--- config.mk ---
export PLATFORM = sky130hd
export DESIGN_NAME = s88_feedback_bus_reader
export DESIGN_NICKNAME = d
export VERILOG_FILES = /design/src/hw/rtl/s88fb_pkg.sv /design/src/hw/rtl/s88fb_seq.sv /design/src/hw/rtl/s88fb_store.sv /design/src/hw/rtl/s88_feedback_bus_reader.sv
export SDC_FILE = /design/constraint.sdc
export NUM_CORES = 1
export LEC_CHECK = 0
export ABC_AREA = 1
export CAP_MARGIN = 5
export CORE_MARGIN = 1
export CORE_UTILIZATION = 48
export CTS_CLUSTER_DIAMETER = 200
export DETAILED_ROUTE_END_ITERATION = 12
export DONT_BUFFER_PORTS = 1
export SYNTH_ARGS = -nofsm -noshare
export SYNTH_HDL_FRONTEND = slang
export SYNTH_SLANG_ARGS = --single-unit
--- constraint.sdc ---
create_clock -name clk -period 4.52 [get_ports clk]
set_clock_uncertainty 0.15 [all_clocks]
set_input_delay 0.226 -clock clk [delete_from_list [all_inputs] [get_ports clk]]
set_output_delay 0.226 -clock clk [all_outputs]
set_load 0.02 [all_outputs]
--- src/hw/rtl/s88fb_pkg.sv ---
// Shared types and constants for the s88 feedback bus reader.
// Holds the input/output word structs, register indexes and bus constants.
// No dependencies.
`timescale 1ns / 1ps

package s88fb_pkg;

    // Bus geometry
    localparam int CONTACTS_PER_MODULE = 16;
    localparam int DEF_MAX_MODULES     = 8;

    // Field and port widths
    localparam int QUERY_W     = 8;
    localparam int UNIT_W      = 16;
    localparam int MODCNT_W    = 4;
    localparam int CFG_IDX_W   = 1;
    localparam int CFG_DATA_W  = 16;

    // Configuration register indexes
    localparam logic [CFG_IDX_W-1:0] REG_UNIT_TICKS   = 1'd0;
    localparam logic [CFG_IDX_W-1:0] REG_MODULE_COUNT = 1'd1;

    // Register reset values
    localparam logic [UNIT_W-1:0]   UNIT_TICKS_RESET   = 16'd25;
    localparam logic [MODCNT_W-1:0] MODULE_COUNT_RESET = 4'd1;

    // One input word
    typedef struct packed {
        logic               start_req;
        logic               data_pin;
        logic [QUERY_W-1:0] query_index;
    } in_word_t;

    // One result word
    typedef struct packed {
        logic load_line;
        logic clock_line;
        logic reset_line;
        logic busy_res;
        logic done_res;
        logic contact_state;
        logic query_valid;
    } out_word_t;

    // Bus line levels
    typedef struct packed {
        logic load_l;
        logic clock_l;
        logic reset_l;
    } line_set_t;

    // Per-tick status from the sequencer to the store and the result stage
    typedef struct packed {
        logic wr_en;
        logic wr_bit;
        logic busy;
        logic done;
    } seq_ctrl_t;

endpackage

--- src/hw/rtl/s88fb_seq.sv ---
// Pulse sequencer of the s88 feedback bus reader: phase, unit and bit counters, lines.
// Produces next line levels, store write control and the current fill count.
// Depends on s88fb_pkg.
`timescale 1ns / 1ps

module s88fb_seq
    import s88fb_pkg::*;
#(
    parameter int MAX_MODULES = DEF_MAX_MODULES,
    parameter int STORE_SIZE  = CONTACTS_PER_MODULE * MAX_MODULES,
    parameter int BCW         = $clog2(STORE_SIZE + 1)
)
(
    input  logic                clk,
    input  logic                rst_n,
    input  logic                adv,
    input  logic                start_req,
    input  logic                data_pin,
    input  logic [UNIT_W-1:0]   unit_ticks,
    input  logic [MODCNT_W-1:0] module_count,
    output seq_ctrl_t           ctrl,
    output line_set_t           lines_next,
    output logic [BCW-1:0]      bit_cnt,
    output logic [BCW-1:0]      fill_next,
    output logic [BCW-1:0]      total_bits
);

    // Phase codes
    localparam logic [3:0] PH_IDLE   = 4'd0;
    localparam logic [3:0] PH_LOAD_A = 4'd1;
    localparam logic [3:0] PH_LOAD_B = 4'd2;
    localparam logic [3:0] PH_CLKH_A = 4'd3;
    localparam logic [3:0] PH_CLKH_B = 4'd4;
    localparam logic [3:0] PH_CLKL_A = 4'd5;
    localparam logic [3:0] PH_CLKL_B = 4'd6;
    localparam logic [3:0] PH_RSTH_A = 4'd7;
    localparam logic [3:0] PH_RSTH_B = 4'd8;
    localparam logic [3:0] PH_RSTL_A = 4'd9;
    localparam logic [3:0] PH_RSTL_B = 4'd10;
    localparam logic [3:0] PH_PRE    = 4'd11;
    localparam logic [3:0] PH_POST   = 4'd12;
    localparam logic [3:0] PH_BCLK_A = 4'd13;
    localparam logic [3:0] PH_BCLK_B = 4'd14;
    localparam logic [3:0] PH_BPRE   = 4'd15;

    localparam int CPM_SHIFT = $clog2(CONTACTS_PER_MODULE);

    logic [3:0]        phase_reg, phase_next;
    logic [UNIT_W-1:0] unit_cnt_reg, unit_cnt_next;
    logic [BCW-1:0]    bit_cnt_reg, bit_cnt_next;
    line_set_t         lines_reg;
    line_set_t         lines_nx;

    logic [UNIT_W:0]   units;
    logic [UNIT_W:0]   unit_inc;
    logic [BCW-1:0]    mc_ext;
    logic [BCW-1:0]    mc_clamp;
    logic [BCW-1:0]    total;
    logic [BCW-1:0]    bit_inc;
    seq_ctrl_t         ctrl_c;

    // Clamp module count and a zero unit length
    always_comb
    begin
        mc_ext = BCW'(module_count);
        if (mc_ext == '0)
            mc_clamp = BCW'(1);
        else if (mc_ext > BCW'(MAX_MODULES))
            mc_clamp = BCW'(MAX_MODULES);
        else
            mc_clamp = mc_ext;
        total = mc_clamp << CPM_SHIFT;
        units = (unit_ticks == '0) ? (UNIT_W+1)'(1) : {1'b0, unit_ticks};
    end

    // Next state of the sequencer for this tick
    always_comb
    begin
        phase_next    = phase_reg;
        unit_cnt_next = unit_cnt_reg;
        bit_cnt_next  = bit_cnt_reg;
        lines_nx      = lines_reg;
        ctrl_c        = '0;
        ctrl_c.wr_bit = data_pin;
        unit_inc      = {1'b0, unit_cnt_reg} + (UNIT_W+1)'(1);
        bit_inc       = bit_cnt_reg + BCW'(1);

        if (adv)
        begin
            if (phase_reg == PH_IDLE)
            begin
                if (start_req)
                begin
                    lines_nx      = '{load_l: 1'b1, clock_l: 1'b0, reset_l: 1'b0};
                    phase_next    = PH_LOAD_A;
                    unit_cnt_next = '0;
                    bit_cnt_next  = '0;
                    ctrl_c.busy   = 1'b1;
                end
            end
            else
            begin
                ctrl_c.busy = 1'b1;
                if (unit_inc >= units)
                begin
                    unit_cnt_next = '0;
                    unique case (phase_reg)
                        PH_LOAD_A, PH_CLKH_A, PH_CLKL_A,
                        PH_RSTH_A, PH_RSTL_A, PH_BCLK_A:
                        begin
                            phase_next = phase_reg + 4'd1;
                        end
                        PH_LOAD_B:
                        begin
                            lines_nx.clock_l = 1'b1;
                            phase_next       = PH_CLKH_A;
                        end
                        PH_CLKH_B:
                        begin
                            lines_nx.clock_l = 1'b0;
                            phase_next       = PH_CLKL_A;
                        end
                        PH_CLKL_B:
                        begin
                            lines_nx.reset_l = 1'b1;
                            phase_next       = PH_RSTH_A;
                        end
                        PH_RSTH_B:
                        begin
                            lines_nx.reset_l = 1'b0;
                            phase_next       = PH_RSTL_A;
                        end
                        PH_RSTL_B:
                        begin
                            lines_nx.load_l = 1'b0;
                            phase_next      = PH_PRE;
                        end
                        PH_PRE, PH_BPRE:
                        begin
                            // Sample one data bit into the store
                            if (bit_cnt_reg < total)
                            begin
                                ctrl_c.wr_en = 1'b1;
                                bit_cnt_next = bit_inc;
                                ctrl_c.done  = (bit_inc >= total);
                            end
                            phase_next = PH_POST;
                        end
                        PH_POST:
                        begin
                            if (bit_cnt_reg >= total)
                                phase_next = PH_IDLE;
                            else
                            begin
                                lines_nx.clock_l = 1'b1;
                                phase_next       = PH_BCLK_A;
                            end
                        end
                        PH_BCLK_B:
                        begin
                            lines_nx.clock_l = 1'b0;
                            phase_next       = PH_BPRE;
                        end
                        PH_IDLE:
                        begin
                            phase_next = PH_IDLE;
                        end
                    endcase
                end
                else
                    unit_cnt_next = unit_inc[UNIT_W-1:0];
            end
        end
    end

    // Hold or advance sequencer state
    always_ff @(posedge clk or negedge rst_n)
    begin
        if (!rst_n)
        begin
            phase_reg    <= PH_IDLE;
            unit_cnt_reg <= '0;
            bit_cnt_reg  <= '0;
            lines_reg    <= '0;
        end
        else
        begin
            phase_reg    <= phase_next;
            unit_cnt_reg <= unit_cnt_next;
            bit_cnt_reg  <= bit_cnt_next;
            lines_reg    <= lines_nx;
        end
    end

    assign ctrl       = ctrl_c;
    assign lines_next = lines_nx;
    assign bit_cnt    = bit_cnt_reg;
    assign fill_next  = bit_cnt_next;
    assign total_bits = total;

    // All lines rest low while idle
    a_idle_lines_low: assert property (@(posedge clk) disable iff (!rst_n)
        phase_reg == PH_IDLE |-> lines_reg == '0)
        else $error("bus line high while sequencer idle");

    // Clock and reset never pulse together
    a_clk_rst_excl: assert property (@(posedge clk) disable iff (!rst_n)
        !(lines_reg.clock_l && lines_reg.reset_l))
        else $error("clock and reset lines high together");

    // A store write only happens in a sample phase and bumps the fill count
    a_write_bumps_fill: assert property (@(posedge clk) disable iff (!rst_n)
        ctrl_c.wr_en |-> (phase_reg == PH_PRE || phase_reg == PH_BPRE)
                         && bit_cnt_next == bit_inc)
        else $error("store write outside a sample phase");

endmodule

--- src/hw/rtl/s88fb_store.sv ---
// Contact store of the s88 feedback bus reader with query read port.
// Entries at or above the fill count read as zero; same-tick writes are bypassed.
// Depends on s88fb_pkg.
`timescale 1ns / 1ps

module s88fb_store
    import s88fb_pkg::*;
#(
    parameter int STORE_SIZE = CONTACTS_PER_MODULE * DEF_MAX_MODULES,
    parameter int BCW        = $clog2(STORE_SIZE + 1),
    parameter int AW         = $clog2(STORE_SIZE)
)
(
    input  logic               clk,
    input  logic               adv,
    input  seq_ctrl_t          ctrl,
    input  logic [BCW-1:0]     bit_cnt,
    input  logic [BCW-1:0]     fill_next,
    input  logic [BCW-1:0]     total_bits,
    input  logic [QUERY_W-1:0] query_index,
    output logic               contact_state,
    output logic               query_valid
);

    localparam int QBW = (BCW > QUERY_W) ? BCW : QUERY_W;

    logic mem [STORE_SIZE];

    logic [QBW-1:0] q_ext;
    logic [QBW-1:0] q_m1;
    logic [AW-1:0]  rd_addr;
    logic           q_ok;
    logic           in_fill;
    logic           hit;

    logic rd_reg;
    logic hit_reg;
    logic byp_reg;
    logic fill_reg;
    logic qv_reg;

    // Decode the query against the fill count and the bus length
    always_comb
    begin
        q_ext   = QBW'(query_index);
        q_m1    = q_ext - QBW'(1);
        rd_addr = q_m1[AW-1:0];
        q_ok    = (query_index != '0) && (q_ext <= QBW'(total_bits));
        in_fill = q_m1 < QBW'(fill_next);
        hit     = ctrl.wr_en && (QBW'(bit_cnt) == q_m1);
    end

    // Write sampled bit, read queried contact
    always_ff @(posedge clk)
    begin
        if (ctrl.wr_en)
            mem[bit_cnt[AW-1:0]] <= ctrl.wr_bit;
        if (adv)
        begin
            rd_reg   <= mem[rd_addr];
            hit_reg  <= hit;
            byp_reg  <= ctrl.wr_bit;
            fill_reg <= in_fill;
            qv_reg   <= q_ok;
        end
    end

    assign contact_state = qv_reg && fill_reg && (hit_reg ? byp_reg : rd_reg);
    assign query_valid   = qv_reg;

endmodule

--- src/hw/rtl/s88_feedback_bus_reader.sv ---
// s88 feedback bus reader: an input word passes the input register, then the result register,
// to the result word; one word accepted per cycle while the input does not stall.
// The result register frees when its word is taken, so input stalls only when both hold and the output stalls.
// Reset: sequencer idle, all bus lines low, unit_ticks 25, module_count 1;
// the contact store reads zero through its fill count, with no clearing pass.
// Depends on s88fb_pkg, s88fb_seq and s88fb_store.
`timescale 1ns / 1ps

module s88_feedback_bus_reader
    import s88fb_pkg::*;
#(
    parameter int MAX_MODULES = DEF_MAX_MODULES
)
(
    input  logic                  clk,
    input  logic                  rst_n,
    input  logic                  in_valid,
    output logic                  in_stall,
    input  in_word_t              in_word,
    output logic                  out_valid,
    input  logic                  out_stall,
    output out_word_t             out_word,
    input  logic                  cfg_wr_en,
    input  logic [CFG_IDX_W-1:0]  cfg_index,
    input  logic [CFG_DATA_W-1:0] cfg_data
);

    localparam int STORE_SIZE = CONTACTS_PER_MODULE * MAX_MODULES;
    localparam int BCW        = $clog2(STORE_SIZE + 1);
    localparam int AW         = $clog2(STORE_SIZE);

    logic [UNIT_W-1:0]   unit_ticks_reg;
    logic [MODCNT_W-1:0] module_count_reg;

    in_word_t  in_reg;
    logic      in_valid_reg;
    logic      out_valid_reg;
    line_set_t lines_out_reg;
    logic      busy_reg;
    logic      done_reg;

    logic           adv;
    seq_ctrl_t      ctrl;
    line_set_t      lines_next;
    logic [BCW-1:0] bit_cnt;
    logic [BCW-1:0] fill_next;
    logic [BCW-1:0] total_bits;
    logic           contact_state;
    logic           query_valid;

    // Move the held word into the result stage when that stage frees
    assign adv      = in_valid_reg && (!out_valid_reg || !out_stall);
    assign in_stall = in_valid_reg && out_valid_reg && out_stall;

    // Configuration registers
    always_ff @(posedge clk or negedge rst_n)
    begin
        if (!rst_n)
        begin
            unit_ticks_reg   <= UNIT_TICKS_RESET;
            module_count_reg <= MODULE_COUNT_RESET;
        end
        else if (cfg_wr_en)
        begin
            unique case (cfg_index)
                REG_UNIT_TICKS:   unit_ticks_reg   <= cfg_data[UNIT_W-1:0];
                REG_MODULE_COUNT: module_count_reg <= cfg_data[MODCNT_W-1:0];
            endcase
        end
    end

    // Input and result stage valids
    always_ff @(posedge clk or negedge rst_n)
    begin
        if (!rst_n)
        begin
            in_valid_reg  <= 1'b0;
            out_valid_reg <= 1'b0;
        end
        else
        begin
            if (!in_stall)
                in_valid_reg <= in_valid;
            if (adv)
                out_valid_reg <= 1'b1;
            else if (!out_stall)
                out_valid_reg <= 1'b0;
        end
    end

    // Input word and result payload
    always_ff @(posedge clk)
    begin
        if (!in_stall && in_valid)
            in_reg <= in_word;
        if (adv)
        begin
            lines_out_reg <= lines_next;
            busy_reg      <= ctrl.busy;
            done_reg      <= ctrl.done;
        end
    end

    s88fb_seq #(
        .MAX_MODULES (MAX_MODULES),
        .STORE_SIZE  (STORE_SIZE),
        .BCW         (BCW)
    ) u_seq (
        .clk          (clk),
        .rst_n        (rst_n),
        .adv          (adv),
        .start_req    (in_reg.start_req),
        .data_pin     (in_reg.data_pin),
        .unit_ticks   (unit_ticks_reg),
        .module_count (module_count_reg),
        .ctrl         (ctrl),
        .lines_next   (lines_next),
        .bit_cnt      (bit_cnt),
        .fill_next    (fill_next),
        .total_bits   (total_bits)
    );

    s88fb_store #(
        .STORE_SIZE (STORE_SIZE),
        .BCW        (BCW),
        .AW         (AW)
    ) u_store (
        .clk           (clk),
        .adv           (adv),
        .ctrl          (ctrl),
        .bit_cnt       (bit_cnt),
        .fill_next     (fill_next),
        .total_bits    (total_bits),
        .query_index   (in_reg.query_index),
        .contact_state (contact_state),
        .query_valid   (query_valid)
    );

    // Drive the result word
    assign out_valid              = out_valid_reg;
    assign out_word.load_line     = lines_out_reg.load_l;
    assign out_word.clock_line    = lines_out_reg.clock_l;
    assign out_word.reset_line    = lines_out_reg.reset_l;
    assign out_word.busy_res      = busy_reg;
    assign out_word.done_res      = done_reg;
    assign out_word.contact_state = contact_state;
    assign out_word.query_valid   = query_valid;

    // Done only shows during a refresh
    a_done_in_busy: assert property (@(posedge clk) disable iff (!rst_n)
        out_valid_reg && done_reg |-> busy_reg)
        else $error("done raised outside a refresh");

    // An invalid query never reports a set contact
    a_invalid_reads_zero: assert property (@(posedge clk) disable iff (!rst_n)
        out_valid_reg && !query_valid |-> !contact_state)
        else $error("contact set on invalid query");

endmodule
* After elaboration in Yosys (flattened, before gate mapping)
Memory sizes are Yosys's and may differ from the RTL's. A register that Yosys moved wholly into a read port is not among the register bits.
Cells that the tools add are included.
** Operators by class
- Equal/unequal tests :: 18
- Bitwise operators :: 4
- Muxes and demuxes :: 36
- $lt $le $gt $ge :: 7
- Add/subtract/negate cells :: 4
- Reductions and logical operators :: 25
** Operators with widths (count)
- 16-bit two-way mux :: 4
- 8-bit two-way mux :: 6
- 4-bit case mux with 9 select lines :: 1
- 4-bit == test, second input constant :: 8
- 4-bit two-way mux :: 6
- 16-bit by 1-bit adder with 17-bit output, second input constant :: 1
- 17-bit greater-or-equal comparator :: 1
- 4-bit by 3-bit == test with 1-bit output, second input constant :: 4
- 8-bit greater-or-equal comparator :: 2
- 16-bit logical NOT :: 1
- 8-bit < comparator :: 2
- 1-bit two-way mux :: 13
- 3-bit two-way mux :: 4
- 8-bit by 1-bit adder with 8-bit output, second input constant :: 1
- 4-bit by 2-bit == test with 1-bit output, second input constant :: 2
- 8-bit == test :: 1
- 8-bit less-or-equal comparator :: 1
- 1-bit logical AND :: 8
- 4-bit logical NOT :: 2
- 8-bit nonzero test :: 1
- 8-bit by 1-bit subtractor with 8-bit output, second input constant :: 1
- 2-bit AND reduction :: 3
- 6-bit OR reduction :: 1
- 4-bit by 1-bit adder with 4-bit output, second input constant :: 1
- 13 further kinds :: 19
** Storage, ports and cells
- Bits in registers :: 72
- Bits of input ports :: 32
- Output and inout port bits :: 9
- Memories :: 1
- Memory bits (writable) :: 128
- Word-level logic and storage cells :: 117
** Memories
- u_store.mem :: depth 128, width 1, read ports 1, clocked after Yosys merged registers in 1, wr ports 1, RTL line s88fb_store.sv:27 : logic mem [STORE_SIZE];

* Longest topological paths before layout
- Word-level depth :: 11
- Mapped depth :: 28
- Depth with buffers taken out :: 28

* By module
A second synthesis with hierarchy kept.
** Second synthesis, totals
- Cell total of the unflattened synthesis :: 1395
- Area, all modules :: 11489.8 um^2
** Modules (own cells, without submodules)
- s88fb_store :: area an instance 6966.7 um^2, cells each 790, sequential area each 3993.8 um^2, times used 1
- s88fb_seq :: area an instance 3151.8 um^2, cells each 487, sequential area each 775.7 um^2, times used 1
- s88_feedback_bus_reader :: area an instance 1371.3 um^2, cells each 118, sequential area each 1006.0 um^2, times used 1

* Worst setup path after synthesis
Ideal clock, no wire load.
- Kind :: reg-to-reg
- From :: register u_seq.unit_cnt_reg[0]
- To :: register u_store.fill_reg, data pin
- Stages on the path, launching flop included :: 29
- Path slack :: 0.849 ns
- Setup time :: 0.259 ns
- Data required time :: 4.111 ns
- Period minus slack after synthesis :: 3.671 ns
- Path buffers :: 0
- Arrival time :: 3.262 ns
- Cells stage by stage :: dfrtp_1 -> nand3_1 -> nor2_1 -> inv_1 -> nor3_1 -> nand4_1 -> nor3_1 -> xor2_1 -> inv_1 -> ha_1 -> nand2_1 -> nor2_1 -> nand2_1 -> o21ai_0 -> nand2_1 -> nand3_4 -> nand2_4 -> inv_4 -> nand2_4 -> inv_1 -> nand2_1 -> o31ai_1 -> a22oi_2 -> ha_1 -> nand2_1 -> inv_1 -> nand2_1 -> nand2_1 -> a21oi_1
** Between the ends
- Word-level cells in the longest chain between the ends :: 6
** RTL lines
- start: declaration :: RTL line s88fb_seq.sv:49 : logic [UNIT_W-1:0] unit_cnt_reg, unit_cnt_next;
- start signal: assignment :: RTL line s88fb_seq.sv:189 : unit_cnt_reg <= unit_cnt_next;
- 16-bit by 1-bit adder with 17-bit output :: RTL line s88fb_seq.sv:85 : unit_inc = {1'b0, unit_cnt_reg} + (UNIT_W+1)'(1);
- 17-bit greater-or-equal comparator :: RTL line s88fb_seq.sv:104 : if (unit_inc >= units)
- 8-bit two-way mux :: RTL line s88fb_seq.sv:104
- 8-bit two-way mux :: RTL line s88fb_seq.sv:90 : if (phase_reg == PH_IDLE)
- 8-bit two-way mux :: RTL line s88fb_seq.sv:88 : if (adv)
- 8-bit < comparator :: RTL line s88fb_store.sv:49 : in_fill = q_m1 < QBW'(fill_next);
- named net u_store.in_fill :: RTL line s88fb_store.sv:33 : logic in_fill;
- end signal: assignment :: RTL line s88fb_store.sv:63 : fill_reg <= in_fill;
- end: declaration :: RTL line s88fb_store.sv:39 : logic fill_reg;
The timed path passes the listed nets, and every way through them passes these cells.
A chain may end at the register's enable or synchronous reset.

* Worst setup path after layout
Same ends and word-level chain as after synthesis.

==> metrics.cfg <==
[cells_and_area]
largest_register_ffs = 128
n_antenna_cell = 0
drive_gt1_share_pct = 7.143
fin_nets = 1220
area_delta_synth_final_pct = 12.81

[timing]
tightest_slew_ps = 1138
final-max-slew-violation-count = 0
setup_violations = 0
fin_crit_ps = 4125
hold_viol = 0
clock.fmax_ghz = 0.2424
timing.hold.ws_ps = 134.6
slew_headroom_pct = 24.14
final.period_utilization_pct = 91.26

[floorplan]
rows = 53
die-height_um = 149.5
die-area_mm2 = 0.02234
pin_count = 41
fp.dieW_um = 149.5
coreArea_mm2 = 0.02115
start_util_pct = 49.35

[clock_network]
cts_root_buf = clkbuf_16
cts_tree = done
clkSinkCount = 201
clk_pin_slew_ps = 60
ctsLongestPathBuffers = 3
htree_num_levels = 1
numCtsBuffers = 23
clock_latency_ps = 510

[synthesis]
synth_top_family_by_area = simple AND/OR/NAND/NOR gates
syn_avg_cell_area_um2 = 9.330
synth_commonest_cells = nor2_1, edfxtp_1, nand2_1
post-synth-top-area-fraction_pct = 42.57
synth_xor_area_share_pct = 2.085
synth.most_common_cell = nor2_1
synth_area_leaders = edfxtp_1, dfrtp_1, nor2_1
synth-seq-cells = 201
synth_simple_gate_area_share_pct = 18.83
synthFlopType = edfxtp_1
syn_nets = 1194
ys_seq_area_share_pct = 55.32
synth_top_area_cell = edfxtp_1
syn_inst = 1119
netlist_area_mm2 = 0.01044
ys_async_sr_fraction_pct = 26.37
ys_types = 50
synth-compound-area-share_pct = 11.98
synthAdderAreaFrac_pct = 5.153
synth.area.mux_share_pct = 0.1079
yosys_warnings = 0
synth_edf_count = 148

[drt]
vias = 7802
vias_per_cell = 5.429
drcViolationCount = 0
first_pass_iters = 6
antenna_left = 0
post_drt_wl_per_cell_um = 17.83
wirelength_um = 25620
first_iter_violations = 696

[setup_path]
start_kind = register
crit_path_max_fanout = 6
crit_path_end = u_store.fill_reg$_DFFE_PP_
worstSetupEndpointType = register
r2r_cells = 22
worstPathRequired_ps = 4720
critPathKind = reg2reg
r2r-end = u_store.fill_reg$_DFFE_PP_
cp_data_arrival_time_ps = 4320
r2r_start = u_seq.unit_cnt_reg[0]$_DFFE_PN0P_
crit_start = u_seq.unit_cnt_reg[0]$_DFFE_PN0P_
r2r_setup_slack_ps = 400

[pwr]
p_sw_share_pct = 32.21
power.density_mw_per_mm2 = 469.6
comb_power_share_pct = 23.8
seqPwrFrac_pct = 41.4
vdd_drop_max_mv = 0.2240
p_switching_mw = 1.782
p_leak_nw = 4.602
p_int_mw = 3.749
clkPwrFrac_pct = 34.8
finalPower_mw = 5.531

[worst_hold_path]
hold_path_class = in2async

[grt]
track_usage_pct = 23.63
use_met3_pct = 3.171
overflow = 0
antenna_found_initial = 0
grt_start_max_net_pins = 130
grt_most_used_layer = met2
grt_pass1_wl_um = 40570
grt_use_met2_pct = 37.34
gr-usage-met1_pct = 33.94
grt_pass1_vias = 7513

[job]
cap_violations = 0

[placed_design]
place.gp.congestion = 0.9047
io_buffers = 0
dpl.hpwl_um = 15800

[outcome]
outcome = completed

## cell type report
class	count	area [um^2]
well taps	275	344.1
fillers	1955	9376
clock buffers	25	593.1
flip-flops and latches	201	5776
repair buffers	45	440.4
inverters	117	441.7
multi-input cells	757	4000
clock inverters	17	182.7
## critical path: stages, from the launching register on
cell,delay (ps)
dfrtp_1,410
nand3_1,120
nor2_1,100
inv_1,90
nor3_2,150
nand4_1,210
buf_4,200
xor2_1,150
ha_1,290
nand2_1,60
nor2_1,190
nand2_1,70
o21ai_0,160
nand2_1,110
nand3_4,140
nand2_4,90
a21oi_1,300
inv_1,70
a22oi_1,210
ha_1,290
a21oi_1,160
o21ai_0,110
a21oi_1,140
## metal layers
layer,part of all wire [%],up-vias
met5,0,-
met4,1.9,0
met3,5.4,42
met2,45,222
met1,47,3711
li1,-,3827
## repair_timing
| action | 4_1_cts | 5_1_grt |
|---|---|---|
| setup buffers | 0 | 1 |
| gates resized for setup | 0 | 4 |
| hold endpoints to repair | 85 | 0 |
| setup endpoints to repair | 0 | 2 |
| hold buffers | 34 | 0 |
## power by group through the flow
stage / clock [mW] / combinational, mW / sequential [mW]
finish: 1.92 / 1.32 / 2.29
global route: 2.03 / 1.50 / 2.31
CTS: 1.95 / 1.31 / 2.29
detailed placement: 0 / 1.27 / 2.32
global placement: 0 / 1.26 / 2.32
floorplan: 0 / 0.936 / 2.29
## kinds of logic (layout without fill, tap and decap cells)
group,after synthesis,after routing
AND/OR/NAND/NOR,468,468
buffers and inverters,161,204
multiplexers,1,1
flip-flops,201,201
AO/OA/AOI/OAI,221,221
adder cells (fa/ha/maj),43,43
XOR/XNOR,24,24
## worst min-delay path by stage
stage	start	to	slack, ps
after floorplan	rst_n	in_valid_reg$_DFFE_PN0N_	-220
after global placement	rst_n	u_seq.unit_cnt_reg[6]$_DFFE_PN0P_	-220
after detailed placement	rst_n	unit_ticks_reg[5]$_DFFE_PN0P_	-220
after CTS	rst_n	u_seq.bit_cnt[4]$_DFF_PN0_	140
after global routing	rst_n	u_seq.bit_cnt[4]$_DFF_PN0_	140
final	rst_n	u_seq.bit_cnt[4]$_DFF_PN0_	130
## metrics by stage
stage	std cells	util [%]	setup WS [ps]	cell area (um^2)	TNS [ps]
final	1437	55.68	395.1	11780	0
after global routing	1437	55.68	-10.14	11780	-10.14
after CTS	1436	55.56	304.7	11750	0
after detailed placement	1360	50.20	323.0	10620	0
after global placement	1360	50.20	513.7	10620	0
after floorplan	1119	-	849.3	10440	0
## layout by cell type (no fill, tap or decap), drive strengths merged, types with 12 or more instances in the layout
cell           n
nor2         278
edfxtp       148
nand2        142
inv          118
o21ai        117
dfrtp         49
ha            43
o22ai         38
a21oi         35
dlygate4sd3   33
nand3         27
clkbuf        25
xor2          22
buf           12
clkinv        12
Power figures use the tool's default switching activity.
